$ cat src/rtl/core/bts_pkg.sv
// Shared types and constants of the bilinear texel sampler.
// No dependencies; used by the front end, queue, back end and top level.
package bts_pkg;

  localparam int ADDR_W  = 16;
  localparam int RGB_W   = 24;
  localparam int COORD_W = 32;
  localparam int FRAC_W  = 16;
  localparam int REG_W   = 9;
  localparam int WGT_W   = 8;
  localparam int CHAN_W  = 16;
  localparam int NCHAN   = 3;

  localparam logic REQ_WRITE  = 1'b0;
  localparam logic REQ_SAMPLE = 1'b1;

  localparam logic CFG_WIDTH  = 1'b0;
  localparam logic CFG_HEIGHT = 1'b1;

  typedef struct packed {
    logic              is_write;
    logic [ADDR_W-1:0] addr_c;
    logic [ADDR_W-1:0] addr_r;
    logic [ADDR_W-1:0] addr_u;
    logic [ADDR_W-1:0] addr_q;
    logic [RGB_W-1:0]  rgb;
    logic [WGT_W-1:0]  wx;
    logic [WGT_W-1:0]  wy;
    logic              has_right;
    logic              has_up;
  } bts_entry_t;

endpackage

$ cat src/rtl/core/bts_front.sv
// Front end: configuration registers, coordinate scaling and address generation.
// Depends on bts_pkg.
module bts_front #(
  parameter int MAX_SIDE = 256
) (
  input  logic                            clk,
  input  logic                            rst,
  input  logic                            cfg_wr_en,
  input  logic                            cfg_index,
  input  logic [bts_pkg::REG_W-1:0]       cfg_wr_data,
  input  logic                            in_valid,
  output logic                            in_ready,
  input  logic                            req_type,
  input  logic [bts_pkg::ADDR_W-1:0]      texel_addr,
  input  logic [bts_pkg::RGB_W-1:0]       texel_rgb,
  input  logic signed [bts_pkg::COORD_W-1:0] coord_u,
  input  logic signed [bts_pkg::COORD_W-1:0] coord_v,
  output logic                            push_valid,
  input  logic                            push_ready,
  output bts_pkg::bts_entry_t             push_entry
);

  localparam int SW = $clog2(MAX_SIDE + 1);
  localparam int SP = bts_pkg::FRAC_W + SW;
  localparam int PW = 2 * SW;

  function automatic logic [SW-1:0] clamp_side(logic [bts_pkg::REG_W-1:0] r);
    if (r == '0) return SW'(1);
    if (32'(r) > 32'(MAX_SIDE)) return SW'(MAX_SIDE);
    return SW'(r);
  endfunction

  logic [bts_pkg::REG_W-1:0] texture_width, texture_height;
  logic [SW-1:0] side_w, side_h;

  always_ff @(posedge clk) begin
    if (rst) begin
      texture_width  <= bts_pkg::REG_W'(1);
      texture_height <= bts_pkg::REG_W'(1);
    end else if (cfg_wr_en) begin
      if (cfg_index == bts_pkg::CFG_WIDTH) texture_width <= cfg_wr_data;
      else texture_height <= cfg_wr_data;
    end
  end

  assign side_w = clamp_side(texture_width);
  assign side_h = clamp_side(texture_height);

  // stage 1: input register
  logic v1, t1;
  logic [bts_pkg::ADDR_W-1:0] a1;
  logic [bts_pkg::RGB_W-1:0]  rgb1;
  logic [bts_pkg::FRAC_W-1:0] fu1, fv1;
  // stage 2: scaled coordinates
  logic v2, t2;
  logic [bts_pkg::ADDR_W-1:0] a2;
  logic [bts_pkg::RGB_W-1:0]  rgb2;
  logic [SP-1:0] su2, sv2;
  // stage 3: texel index, weights, row base
  logic v3, t3;
  logic [bts_pkg::ADDR_W-1:0] a3, base3;
  logic [bts_pkg::RGB_W-1:0]  rgb3;
  logic [SW-1:0] col3;
  logic [bts_pkg::WGT_W-1:0] wx3, wy3;
  logic hr3, hu3;

  logic rdy1, rdy2, rdy3;
  logic [SW-1:0] col2, row2;
  logic [PW-1:0] row_prod;

  assign rdy3 = !v3 || push_ready;
  assign rdy2 = !v2 || rdy3;
  assign rdy1 = !v1 || rdy2;
  assign in_ready = rdy1;

  assign col2 = su2[bts_pkg::FRAC_W +: SW];
  assign row2 = sv2[bts_pkg::FRAC_W +: SW];
  assign row_prod = PW'(row2) * PW'(side_w);

  always_ff @(posedge clk) begin
    if (rst) begin
      v1 <= 1'b0;
      v2 <= 1'b0;
      v3 <= 1'b0;
    end else begin
      if (rdy1) v1 <= in_valid;
      if (rdy2) v2 <= v1;
      if (rdy3) v3 <= v2;
    end
  end

  always_ff @(posedge clk) begin
    if (rdy1) begin
      t1   <= req_type;
      a1   <= texel_addr;
      rgb1 <= texel_rgb;
      fu1  <= coord_u[bts_pkg::FRAC_W-1:0];
      fv1  <= coord_v[bts_pkg::FRAC_W-1:0];
    end
    if (rdy2) begin
      t2   <= t1;
      a2   <= a1;
      rgb2 <= rgb1;
      su2  <= SP'(fu1) * SP'(side_w);
      sv2  <= SP'(fv1) * SP'(side_h);
    end
    if (rdy3) begin
      t3    <= t2;
      a3    <= a2;
      rgb3  <= rgb2;
      col3  <= col2;
      wx3   <= su2[15:8];
      wy3   <= sv2[15:8];
      hr3   <= ((SW+1)'(col2) + (SW+1)'(1)) < (SW+1)'(side_w);
      hu3   <= ((SW+1)'(row2) + (SW+1)'(1)) < (SW+1)'(side_h);
      base3 <= bts_pkg::ADDR_W'(row_prod);
    end
  end

  logic [bts_pkg::ADDR_W-1:0] addr_c, addr_u;

  always_comb begin
    addr_c = (t3 == bts_pkg::REQ_WRITE) ? a3 : base3 + bts_pkg::ADDR_W'(col3);
    addr_u = addr_c + bts_pkg::ADDR_W'(side_w);
    push_entry.is_write  = (t3 == bts_pkg::REQ_WRITE);
    push_entry.addr_c    = addr_c;
    push_entry.addr_r    = addr_c + bts_pkg::ADDR_W'(1);
    push_entry.addr_u    = addr_u;
    push_entry.addr_q    = addr_u + bts_pkg::ADDR_W'(1);
    push_entry.rgb       = rgb3;
    push_entry.wx        = wx3;
    push_entry.wy        = wy3;
    push_entry.has_right = hr3;
    push_entry.has_up    = hu3;
  end

  assign push_valid = v3;

endmodule

$ cat config.mk
export PLATFORM = sky130hd
export DESIGN_NAME = bts_front
export DESIGN_NICKNAME = d
export VERILOG_FILES = /design/src/rtl/core/bts_pkg.sv /design/src/rtl/core/bts_front.sv
export SDC_FILE = /design/constraint.sdc
export NUM_CORES = 1
export LEC_CHECK = 0
export BUFFER_PORTS_ARGS = -buffer_cell sky130_fd_sc_hd__buf_2
export CAP_MARGIN = 15
export CORE_MARGIN = 3
export CORE_UTILIZATION = 30
export CTS_CLUSTER_DIAMETER = 60
export DETAILED_ROUTE_END_ITERATION = 6
export GPL_ROUTABILITY_DRIVEN = 0
export SKIP_CTS_REPAIR_TIMING = 1
export SYNTH_ARGS = -nofsm -noshare
export SYNTH_HDL_FRONTEND = slang
export SYNTH_SLANG_ARGS = --single-unit
$ cat constraint.sdc
create_clock -name clk -period 6.9 [get_ports clk]
set_input_delay 0.69 -clock clk [delete_from_list [all_inputs] [get_ports clk]]
set_output_delay 0.69 -clock clk [all_outputs]
set_load 0.005 [all_outputs]
==> run metrics <==
Die ar.=73600 um^2; outcome=finished, final reports clean; dpl cell area=23200 um^2; Post-Synthesis Cells=roughly 2000; Synth top area share=roughly 33%; Slew Limit Fails=0; Hold Path Sink=fu1[8]; Rows=96; Sequential Area=~7400 um^2; Vias=approximately 14000; Main synth FF type=edfxtp_1; Max clock buf depth=3; WP data required=between 7 and 8 ns; Root Buffer=clkbuf_16; EDFF count, synth=around 230; Worst-Skew Late Latency=about 0.55 ns; Yosys top cell by area=edfxtp_1; worst-path maximum fanout=14; post-synthesis cell type count=between 70 and 80; Starting Density=a little under a third; Fillers=~7000; total of max-cap violations=0; worst-case reg-to-reg path depth=21; die width=between 200 and 300 um; Finished Layout Cells=3131; pin count of the biggest net entering global routing=76; most frequent cells after synthesis=inv_1 (358), nand2_1 (263), fa_1 (247); Crit. End Element=register; Area growth, synth to finish=15.4%; synthesized net count=about 2500; CTS tree=done; Via-to-Cell Ratio=approximately 4.5; first-pass GRT wire length=79500 um; Startpoint Class=register; final setup vio count=0; RSZ-0062 raised after global routing=no; nets@finish=~2700; clock sinks=approximately 250; DRT iter0 DRCs=between 600 and 700; most common cell in the netlist=inv_1; I/O Buffers=196; Placed Cells=slightly above 3000; antenna violations before repair=1; Max-slew headroom=26.1%; drt total wl=48600 um; hold_sp=coord_u[8]; Min-Delay Path Class=in2reg; multi-input logic area=12100 um^2; asr flop ratio synth=0%; Routed WL per cell=between 15 and 20 um; Worst EP arrival=roughly 6.4 ns; top post-synthesis cells by area=edfxtp_1 (33%), fa_1 (23%), ha_1 (9.0%), inv_1 (6.4%), and2_1 (5.2%); antenna-violating nets left=0; R2R setup slack=between 0.7 and 0.8 ns; Final HPWL DP=~37000 um; worst-margin pin slew=1.11 ns; RR Endpoint=base3[14]; synthesized area=roughly 21000 um^2; post-layout min period=6.12 ns; H-tree lvl count=2; die span in y=between 200 and 300 um; Hold Crit Depth=1; number of buffers created by CTS=34; Yosys reg bits=253; drt drc=0; Hold Slack=between 0.3 and 0.4 ns; FMAX=163 MHz; antenna diode count=0; Mapped Avg Cell Area=about 11 um^2; setup TNS=0 ns; Worst Setup Path Type=reg2reg; core footprint=slightly below 70000 um^2; post-synthesis sequential area ratio=between 30% and 40%; Tcrit/Tclk final=about nine tenths; Hold Vio Cnt, Final=0; Finished Cell Area=24400 um^2; Yosys warnings=0; Pwr per Cell Area=230 nW/um^2; grt total ovfl=0; clock skew=0.0168 ns; layout cells sized above 1=between 10 and 15%; leak pwr=about 12 nW; vias in the first global route=about 15000; # IOs=about 230; worst vdd ir=about 0.18 mV; 1st-pass router iterations=5; clock slew at reported path FFs=0.06 ns; worst r2r src=texture_width[4]; Tot GR Track Use=between 10% and 20%
[metrics by stage]
stage          total power, W  util [%]  setup slack, ns
6_report              0.00561      35.2            0.777
5_1_grt               0.00603      35.2            0.264
4_1_cts               0.00571      35.2            0.763
3_5_place_dp          0.00390      33.6            0.816
3_3_place_gp          0.00385      33.6            0.853
2_1_floorplan         0.00328         -             1.37
[power breakdown]
group	switching, W	internal (W)
registers	0.000157	0.00195
clock network	0.000730	0.00102
logic	0.000974	0.000781
total	0.00186	0.00375
[logic make-up after synthesis]
kind of cell	after synthesis	synth area share, %
AND/OR/NAND/NOR	616	14.6
AO/OA/AOI/OAI	183	5.82
multiplexers	7	0.350
flip-flops	253	35.0
adder cells (fa/ha/maj)	398	32.4
XOR/XNOR	94	4.04
buffers and inverters	435	7.85
[state kept, by name, summed over array words and instances, names as in the netlist]
signal          count
a2                 16
fv1                16
su2                17
hu3                 1
v2                  1
base3              16
rgb2               24
t1                  1
wx3                 8
t3                  1
a3                 16
sv2                17
hr3                 1
texture_height      9
t2                  1
v1                  1
fu1                16
a1                 16
wy3                 8
col3                9
push_valid          1
texture_width       9
rgb1               24
rgb3               24
[cell type report]
type	instances	share of cell area (%)
Multi-Input combinational cell	1298	49.6
Tap cell	931	4.78
Clock buffer	39	3.57
Inverter	360	5.59
Sequential cell	253	30.3
Timing Repair Buffer	227	4.98
Clock inverter	23	1.10
[layer usage]
metal	vias up	track usage [%]	wire length, um
met3	72	2.38	2520
met2	316	23.6	24100
met5	-	0	13
met4	2	3.59	978
met1	7086	16.7	21100
li1	6707	-	-
[worst max-delay path: stages, from the launching register on]
cell	delay (ns)
dfxtp_1	0.33
nor4_1	0.28
a21o_1	0.17
and2_1	0.64
buf_4	0.31
nand2_1	0.09
fa_1	0.57
inv_1	0.06
fa_1	0.50
inv_1	0.05
fa_1	0.48
fa_1	0.48
inv_1	0.04
ha_1	0.31
o21ai_0	0.12
a21boi_0	0.23
o21ai_0	0.13
a21boi_0	0.28
o21ai_0	0.15
a21boi_0	0.36
or4_1	0.19
nand3_1	0.07
[cell usage in the layout, fill, tap and decap left out, types with 21 or more instances in the layout]
cell,instances
inv_1,356
nand2_1,262
fa_1,247
edfxtp_1,232
buf_2,196
and2_1,174
ha_1,151
xnor2_1,66
a21oi_1,61
nor2_1,57
clkbuf_16,34
buf_4,31
nand3_1,27
xor2_1,24
o21ai_0,22
a21o_1,21
dfxtp_1,21
[worst max-delay path by stage]
stage	cells after the start	start	slack [ns]	endpoint
floorplan	21	texture_height[4]	1.37	sv2[24]
global placement	21	texture_height[4]	0.85	sv2[24]
detailed placement	19	texture_width[4]	0.82	su2[24]
CTS	21	texture_width[4]	0.76	base3[14]
global route	24	texture_width[4]	0.26	base3[14]
finish	21	texture_width[4]	0.78	base3[14]
No activity file was read; power rests on OpenSTA's default activity.
