==> src/rtl/core/bts_pkg.sv <==
// Shared types and constants of the bilinear texel sampler.
// No dependencies; used by the front end, queue, back end and top level.
package bts_pkg;

  localparam int ADDR_W  = 16;
  localparam int RGB_W   = 24;
  localparam int COORD_W = 32;
  localparam int FRAC_W  = 16;
  localparam int REG_W   = 9;
  localparam int WGT_W   = 8;
  localparam int CHAN_W  = 16;
  localparam int NCHAN   = 3;

  localparam logic REQ_WRITE  = 1'b0;
  localparam logic REQ_SAMPLE = 1'b1;

  localparam logic CFG_WIDTH  = 1'b0;
  localparam logic CFG_HEIGHT = 1'b1;

  typedef struct packed {
    logic              is_write;
    logic [ADDR_W-1:0] addr_c;
    logic [ADDR_W-1:0] addr_r;
    logic [ADDR_W-1:0] addr_u;
    logic [ADDR_W-1:0] addr_q;
    logic [RGB_W-1:0]  rgb;
    logic [WGT_W-1:0]  wx;
    logic [WGT_W-1:0]  wy;
    logic              has_right;
    logic              has_up;
  } bts_entry_t;

endpackage

==> src/rtl/core/bts_queue.sv <==
// Four-entry queue between the front end and the texel back end.
// Depends on bts_pkg.
module bts_queue (
  input  logic                clk,
  input  logic                rst,
  input  logic                push_valid,
  output logic                push_ready,
  input  bts_pkg::bts_entry_t push_entry,
  output logic                pop_valid,
  input  logic                pop_ready,
  output bts_pkg::bts_entry_t pop_entry
);

  localparam int DEPTH = 4;
  localparam int PTR_W = $clog2(DEPTH);

  bts_pkg::bts_entry_t slots [DEPTH];
  logic [PTR_W-1:0] wr_ptr, rd_ptr;
  logic [PTR_W:0]   count;
  logic do_push, do_pop;

  assign push_ready = (count != (PTR_W+1)'(DEPTH));
  assign pop_valid  = (count != '0);
  assign do_push    = push_valid && push_ready;
  assign do_pop     = pop_valid && pop_ready;
  assign pop_entry  = slots[rd_ptr];

  always_ff @(posedge clk) begin
    if (rst) begin
      wr_ptr <= '0;
      rd_ptr <= '0;
      count  <= '0;
    end else begin
      if (do_push) wr_ptr <= wr_ptr + PTR_W'(1);
      if (do_pop) rd_ptr <= rd_ptr + PTR_W'(1);
      count <= count + (PTR_W+1)'(do_push) - (PTR_W+1)'(do_pop);
    end
  end

  always_ff @(posedge clk) begin
    if (do_push) slots[wr_ptr] <= push_entry;
  end

endmodule

==> config.mk <==
export PLATFORM = sky130hd
export DESIGN_NAME = bts_queue
export DESIGN_NICKNAME = d
export VERILOG_FILES = /design/src/rtl/core/bts_pkg.sv /design/src/rtl/core/bts_queue.sv
export SDC_FILE = /design/constraint.sdc
export NUM_CORES = 1
export LEC_CHECK = 0
export ABC_CLOCK_PERIOD_IN_PS = 8500
export BUFFER_PORTS_ARGS = -buffer_cell sky130_fd_sc_hd__buf_2
export CAP_MARGIN = 20
export CORE_ASPECT_RATIO = 1.1
export CORE_MARGIN = 1.5
export CORE_UTILIZATION = 61
export DETAILED_ROUTE_END_ITERATION = 8
export PLACE_DENSITY = 0.84
export SETUP_SLACK_MARGIN = 0.3
export SLEW_MARGIN = 25
export SYNTH_ARGS = -nofsm -noshare
export SYNTH_HDL_FRONTEND = slang
export SYNTH_SLANG_ARGS = --single-unit
==> constraint.sdc <==
create_clock -name clk -period 8.5 [get_ports clk]
set_input_delay 0.425 -clock clk [delete_from_list [all_inputs] [get_ports clk]]
set_output_delay 0.425 -clock clk [all_outputs]
set_load 0.03 [all_outputs]
==> results of run 1 <==
## final cells by class
type	count	area (um^2)
sequential	437	13000
fill	1379	6850
multi-input combinational	141	2680
timing repair buffer	226	1150
clock buffer	47	1070
tap	346	433
clock inverter	24	149
antenna	9	22.5
inverter	5	18.8
## power by group through the flow
stage / combinational (mW) / clock (mW) / sequential, mW
6_report: 1.63 / 1.66 / 2.75
5_1_grt: 1.72 / 1.77 / 2.77
4_1_cts: 1.65 / 1.69 / 2.75
3_5_place_dp: 1.64 / 0 / 2.80
3_3_place_gp: 1.61 / 0 / 2.77
2_1_floorplan: 1.25 / 0 / 2.75
## registers in the layout (all words and copies together) (netlist names), named ones only
signal and count:
wr_ptr 2, rd_ptr 2, count 3, slots 428
## worst max-delay path, delay by kind of cell, from the launching register on
| family | cells | cell delay (ns) |
|---|---|---|
| DFF | 1 | 0.79 |
| buffers and inverters | 2 | 0.96 |
| muxes | 1 | 0.46 |
## how the worst max path moves through the flow
stage | slack, ns | depth (start not counted) | from | to
5_1_grt | 5.07 | 3 | register | pop_entry[82]
2_1_floorplan | 4.65 | 3 | count[1]$_SDFF_PP0_ | slots[0][0]$_DFFE_PP_
4_1_cts | 5.19 | 3 | register | pop_entry[9]
3_5_place_dp | 5.48 | 4 | count[1]$_SDFF_PP0_ | slots[0][34]$_DFFE_PP_
6_report | 5.23 | 3 | register | pop_entry[3]
3_3_place_gp | 5.59 | 4 | count[1]$_SDFF_PP0_ | slots[1][34]$_DFFE_PP_
## metal layers
layer  vias up  track usage, %  wire, um
met5         -               0        39
met4         6            7.08       688
met3        57            6.34      2660
met2       290            35.4     14700
met1      3806            31.6     11900
li1       3111               -         -
## cells by family after synthesis
kind of cell | count (synthesis) | share of synthesized area (%)
DFF | 437 | 82.0
xor gates and xnor gates | 3 | 0.165
adders and majority gates | 7 | 0.599
AOI/OAI and AO/OA | 3 | 0.158
and+or+nand+nor | 19 | 0.599
buffers and inverters | 30 | 1.13
muxes | 109 | 15.3
## stage by stage
step | utilization, % | power, mW
2_1_floorplan | - | 4.00
3_3_place_gp | 68.2 | 4.38
3_5_place_dp | 68.2 | 4.44
4_1_cts | 72.9 | 6.10
5_1_grt | 73.0 | 6.26
6_report | 73.0 | 6.04
## placed cells by master (no fill, tap or decap), drive strengths merged, types with 2 or more instances in the layout
master | Yosys | final
nand2b | 2 | 2
nor2 | 8 | 8
xor2 | 2 | 2
mux4 | 107 | 107
edfxtp | 428 | 428
diode | 0 | 9
dfxtp | 9 | 9
ha | 6 | 6
and2 | 5 | 5
clkbuf | 8 | 47
inv | 5 | 6
buf | 17 | 226
clkinv | 0 | 21
==> impl_metrics.env, run 1 <==
export IMPL_slowest_stage="dfxtp_4"
export IMPL_syn_to_final_growth_pct=16.9
export IMPL_dieHeight_um=172
export IMPL_crit_type="reg2out"
export IMPL_initial_core_util_pct=62.5
export IMPL_p_switching_mw=1.88
export IMPL_dp_cells=1155
export IMPL_yosysUniqueCellTypes=24
export IMPL_hold_path_startpoint="push_entry[23]"
export IMPL_cp_cell_sequence="buf_4 > mux4_2 > buf_2"
export IMPL_worstSkewPairLatency_ns=0.52
export IMPL_crit_arrival_ns=2.85
export IMPL_seq_power_share_pct=45.5
export IMPL_cts_sinks=437
export IMPL_tightest_slew_ns=0.868
export IMPL_crit_reg2reg_capture="slots[0][37]$_DFFE_PP_"
export IMPL_synth_cells=608
export IMPL_slew_headroom_pct=42.1
export IMPL_leakage_nw=6.21
export IMPL_syn_num_nets=726
export IMPL_cp_data_required_time_ns=8.08
export IMPL_placed_area_um2=17300
export IMPL_drtPass1Iterations=4
export IMPL_routed_wl_mm=30.0
export IMPL_synth_edf_count=428
export IMPL_wl_per_cell_um=24.3
export IMPL_grt_usage_pct=22.6
export IMPL_critPathMaxStageDelay_ns=0.79
export IMPL_cts_hold_fix_buffers=0
export IMPL_yosysTopAreaCell="edfxtp_1"
export IMPL_cellInternalPower_mw=4.16
export IMPL_synth_top_area_share_pct=80.9
export IMPL_antenna_found_initial=10
export IMPL_reg2reg_setup_slack_ns=5.47
export IMPL_dp_hpwl_mm=17.9
export IMPL_end_kind="primary output"
export IMPL_design_area_um2=18600
export IMPL_ir_drop_mv=0.283
export IMPL_initialDrtViolationCount=531
export IMPL_status="completed"
export IMPL_power_density_nw_per_um2=325
export IMPL_p_comb_share_pct=26.9
export IMPL_reg2reg_from="count[1]$_SDFF_PP0_"
export IMPL_synth_area_leaders="edfxtp_1 (81%), mux4_2 (15%), dfxtp_1 (1.1%)"
export IMPL_grt_max_degree=60
export IMPL_clkSlewWorstSetupHoldPaths_ns=0.06
export IMPL_p_sw_share_pct=31.1
export IMPL_avgSynthCellArea_um2=26.1
export IMPL_async_flop_share_pct=0
export IMPL_setup_viol=0
export IMPL_slew_viol_final=0
export IMPL_cp_max_fo=58
export IMPL_cts_setup_buffers=0
export IMPL_p_clk_share_pct=27.5
export IMPL_min_period_over_period_pct=38.5
export IMPL_place_gp_congestion=0.768
export IMPL_layout_min_cycle_time_ns=3.27
export IMPL_synth_flop_cell="edfxtp_1"
export IMPL_cts_tree="yes"
export IMPL_finalSetupTns_ns=0
export IMPL_fmax_mhz=306
export IMPL_core_um2=25400
export IMPL_hold_viol=0
export IMPL_ys_ff_latch=437
export IMPL_ant_nets=0
export IMPL_place_ws_ns=5.48
export IMPL_pin_count=220
export IMPL_viasPerCell=5.89
export IMPL_reg2reg_depth=4
export IMPL_die_area_um2=27000
export IMPL_cap_violations=0
export IMPL_setup_ws_ns=5.23
export IMPL_holdWs_ns=0.114
export IMPL_remaining_drc_errors=0
export IMPL_cts_buffer_depth=3
export IMPL_rsz0062_at_grt="no"
export IMPL_vias=7270
export IMPL_worstHoldEndpoint="slots[0][23]$_DFFE_PP_"
export IMPL_fp_dieW_um=157
export IMPL_cts_root_buf="clkbuf_16"
export IMPL_synth_top_cells_by_count="edfxtp_1 (428), mux4_2 (107), buf_2 (12)"
export IMPL_clock_skew_ns=0.0151
export IMPL_cts_resized=0
export IMPL_grt_pass1_wl_mm=44.1
export IMPL_critPathLaunchType="register"
export IMPL_gr_total_overflow=0
export IMPL_ys_seq_area_share_pct=82.0
export IMPL_synth_most_common_cell="edfxtp_1"
export IMPL_instances_no_fill=1235
export IMPL_drive_gt1_share_pct=45.3
export IMPL_hold_path_depth=1
export IMPL_grt_pass1_vias=7428
export IMPL_min_path_type="in2reg"
export IMPL_rows=61
export IMPL_nets=970
export IMPL_cts_buffers=41
export IMPL_htree_levels=2
export IMPL_synth_warnings=0
export IMPL_port_buffer_count=219
export IMPL_syn_cell_area_um2=15900
Power figures use the tool's default switching activity.
==> run 2: changes to the inputs <==
--- a/config.mk
+++ b/config.mk
@@ -5,14 +5,14 @@
 export SDC_FILE = /design/constraint.sdc
 export NUM_CORES = 1
 export LEC_CHECK = 0
-export ABC_CLOCK_PERIOD_IN_PS = 8500
+export ABC_CLOCK_PERIOD_IN_PS = 3250
 export BUFFER_PORTS_ARGS = -buffer_cell sky130_fd_sc_hd__buf_2
 export CAP_MARGIN = 20
 export CORE_ASPECT_RATIO = 1.1
 export CORE_MARGIN = 1.5
-export CORE_UTILIZATION = 61
+export CORE_UTILIZATION = 57
 export DETAILED_ROUTE_END_ITERATION = 8
-export PLACE_DENSITY = 0.84
+export PLACE_DENSITY = 0.79
 export SETUP_SLACK_MARGIN = 0.3
 export SLEW_MARGIN = 25
 export SYNTH_ARGS = -nofsm -noshare
==> constraint.sdc (replaced) <==
create_clock -name clk -period 3.25 [get_ports clk]
set_input_delay 0.1625 -clock clk [delete_from_list [all_inputs] [get_ports clk]]
set_output_delay 0.1625 -clock clk [all_outputs]
set_load 0.03 [all_outputs]
==> run 2 against run 1 <==
Sequential share of layout area decreased by 5.0 points. Combinational power increased to 2.8 times the previous value. Total power increased to 2.7 times the previous value. Count of clock-buffer cells in the layout increased by 1. Setup slack got worse by 4.5 ns. Via count increased by 5.0%. Routed wire length increased by 3.9%. Utilization increased by 0.48 points.
==> impl_metrics.env, run 2 (synthesis results as in run 1) <==
export IMPL_fp_dieW_um=162
export IMPL_ant_nets=0
export IMPL_routed_wl_mm=31.2
export IMPL_reg2reg_setup_slack_ns=0.86
export IMPL_initial_core_util_pct=58.4
export IMPL_slowest_stage="dfxtp_4"
export IMPL_remaining_drc_errors=0
export IMPL_final_common_cell="edfxtp_1"
export IMPL_cts_resized=0
export IMPL_drive_gt1_share_pct=40.4
export IMPL_cts_root_buf="clkbuf_16"
export IMPL_power_density_nw_per_um2=822
export IMPL_viasPerCell=5.62
export IMPL_instances_no_fill=1359
export IMPL_use_met3_pct=4.30
export IMPL_post_route_util_pct=73.5
export IMPL_nets=1085
export IMPL_ir_drop_mv=0.737
export IMPL_cts_buffers=41
export IMPL_critPathLaunchType="register"
export IMPL_drtPass1Iterations=4
export IMPL_end_kind="primary output"
export IMPL_rows=63
export IMPL_port_buffer_count=219
export IMPL_dp_hpwl_mm=16.6
export IMPL_grt_pass1_wl_mm=46.8
export IMPL_dieHeight_um=178
export IMPL_setup_viol=0
export IMPL_gr_usage_met2_pct=38.8
export IMPL_slew_headroom_pct=55.6
export IMPL_top_usage_layer="met2"
export IMPL_hold_viol=0
export IMPL_place_gp_congestion=0.712
export IMPL_crit_arrival_ns=2.35
export IMPL_wl_per_cell_um=22.9
export IMPL_vias=7634
export IMPL_cp_data_required_time_ns=3.09
export IMPL_path_depth=3
export IMPL_min_period_over_period_pct=77.3
export IMPL_grt_max_degree=70
export IMPL_rsz0062_at_grt="no"
export IMPL_worstSkewPairLatency_ns=0.54
export IMPL_die_area_um2=28900
export IMPL_regMostFlops="slots"
export IMPL_crit_reg2reg_capture="count[2]$_SDFF_PP0_"
export IMPL_finalSetupTns_ns=0
export IMPL_critPathMaxStageDelay_ns=0.66
export IMPL_crit_family="flip-flops"
export IMPL_cts_sinks=437
export IMPL_pin_count=220
export IMPL_top_regs="slots (428), count (3)"
export IMPL_cp_max_fo=37
export IMPL_gr_total_overflow=0
export IMPL_grt_usage_pct=22.0
export IMPL_htree_levels=2
export IMPL_final_cell_mix="edfxtp_1 (428), buf_2 (219), dlygate4sd3_1 (108), mux4_2 (107), clkbuf_16 (41)"
export IMPL_clock_skew_ns=0.0318
export IMPL_dp_cells=1173
export IMPL_core_um2=27200
export IMPL_cts_tree="yes"
export IMPL_reg2reg_from="count[1]$_SDFF_PP0_"
export IMPL_tightest_slew_ns=0.666
export IMPL_critPathCapture="pop_entry[69]"
export IMPL_fmax_mhz=398
export IMPL_grt_pass1_vias=8165
export IMPL_cp_cell_sequence="buf_12 > mux4_2 > buf_2"
export IMPL_initialDrtViolationCount=491
export IMPL_cts_buffer_depth=3
export IMPL_clkSlewWorstSetupHoldPaths_ns=0.06
export IMPL_holdWs_ns=0.153
export IMPL_leakage_nw=6.78
export IMPL_min_path_type="in2reg"
export IMPL_crit_type="reg2out"
export IMPL_reg2reg_depth=12
export IMPL_syn_to_final_growth_pct=25.9
export IMPL_met1_usage_pct=27.9
export IMPL_status="completed"
export IMPL_layout_min_cycle_time_ns=2.51
export IMPL_cap_violations=0
export IMPL_antenna_found_initial=2
export IMPL_slew_viol_final=0
export IMPL_largest_reg_flops=428
export IMPL_worst_path_buf_inv=2
==> run 2: tightest hold or removal path, stage by stage <==
cell     delay (ns)
buf_2          0.09
o31a_1         0.18
xnor2_1        0.11
nor2_1         0.09
==> run 2: area by class of cell <==
cell class / instances / area [um^2]
Clock inverter: 27 / 299
Clock buffer: 48 / 1050
Fill cell: 1503 / 7200
Timing Repair Buffer: 341 / 2440
Multi-Input combinational cell: 141 / 2680
Inverter: 5 / 18.8
Antenna cell: 3 / 7.51
Tap cell: 357 / 447
Sequential cell: 437 / 13000
==> run 2: how the worst min path moves through the flow <==
stage	startpoint	endpoint	slack, ns	depth (start not counted)
final	pop_ready	rd_ptr[0]$_SDFFE_PP0P_	0.15	4
after global routing	pop_ready	rd_ptr[0]$_SDFFE_PP0P_	0.17	4
after CTS	pop_ready	rd_ptr[0]$_SDFFE_PP0P_	0.13	4
after detailed placement	push_entry[49]	slots[1][49]$_DFFE_PP_	0.38	1
after global placement	push_entry[23]	slots[2][23]$_DFFE_PP_	0.38	1
after floorplan	push_entry[0]	slots[0][0]$_DFFE_PP_	0.26	0
==> run 2: power by group <==
part	internal [mW]	switching, mW
clock	2.81	1.92
sequential	6.90	0.282
combinational	1.74	2.77
total	11.5	4.97
==> run 2: per-layer routing <==
layer,routed length (um),vias to the layer above
met1,12100,3965
li1,-,3338
met5,0,-
met3,1850,49
met2,16500,282
met4,775,0
==> run 2: timing repair <==
| action | 4_1_cts | 5_1_grt |
|---|---|---|
| hold buffers | 108 | 0 |
| setup buffers | 0 | 0 |
| endpoints found under the hold margin | 435 | 0 |
==> run 2: per-stage QoR <==
| stage | area [um^2] | worst slack [ns] | total power, mW |
|---|---|---|---|
| after floorplan | 15900 | 0.574 | 10.4 |
| after global placement | 17600 | 0.986 | 11.6 |
| after detailed placement | 17600 | 0.892 | 11.7 |
| after CTS | 20000 | 0.666 | 16.5 |
| after global routing | 20000 | 0.603 | 17.0 |
| final | 20000 | 0.736 | 16.4 |
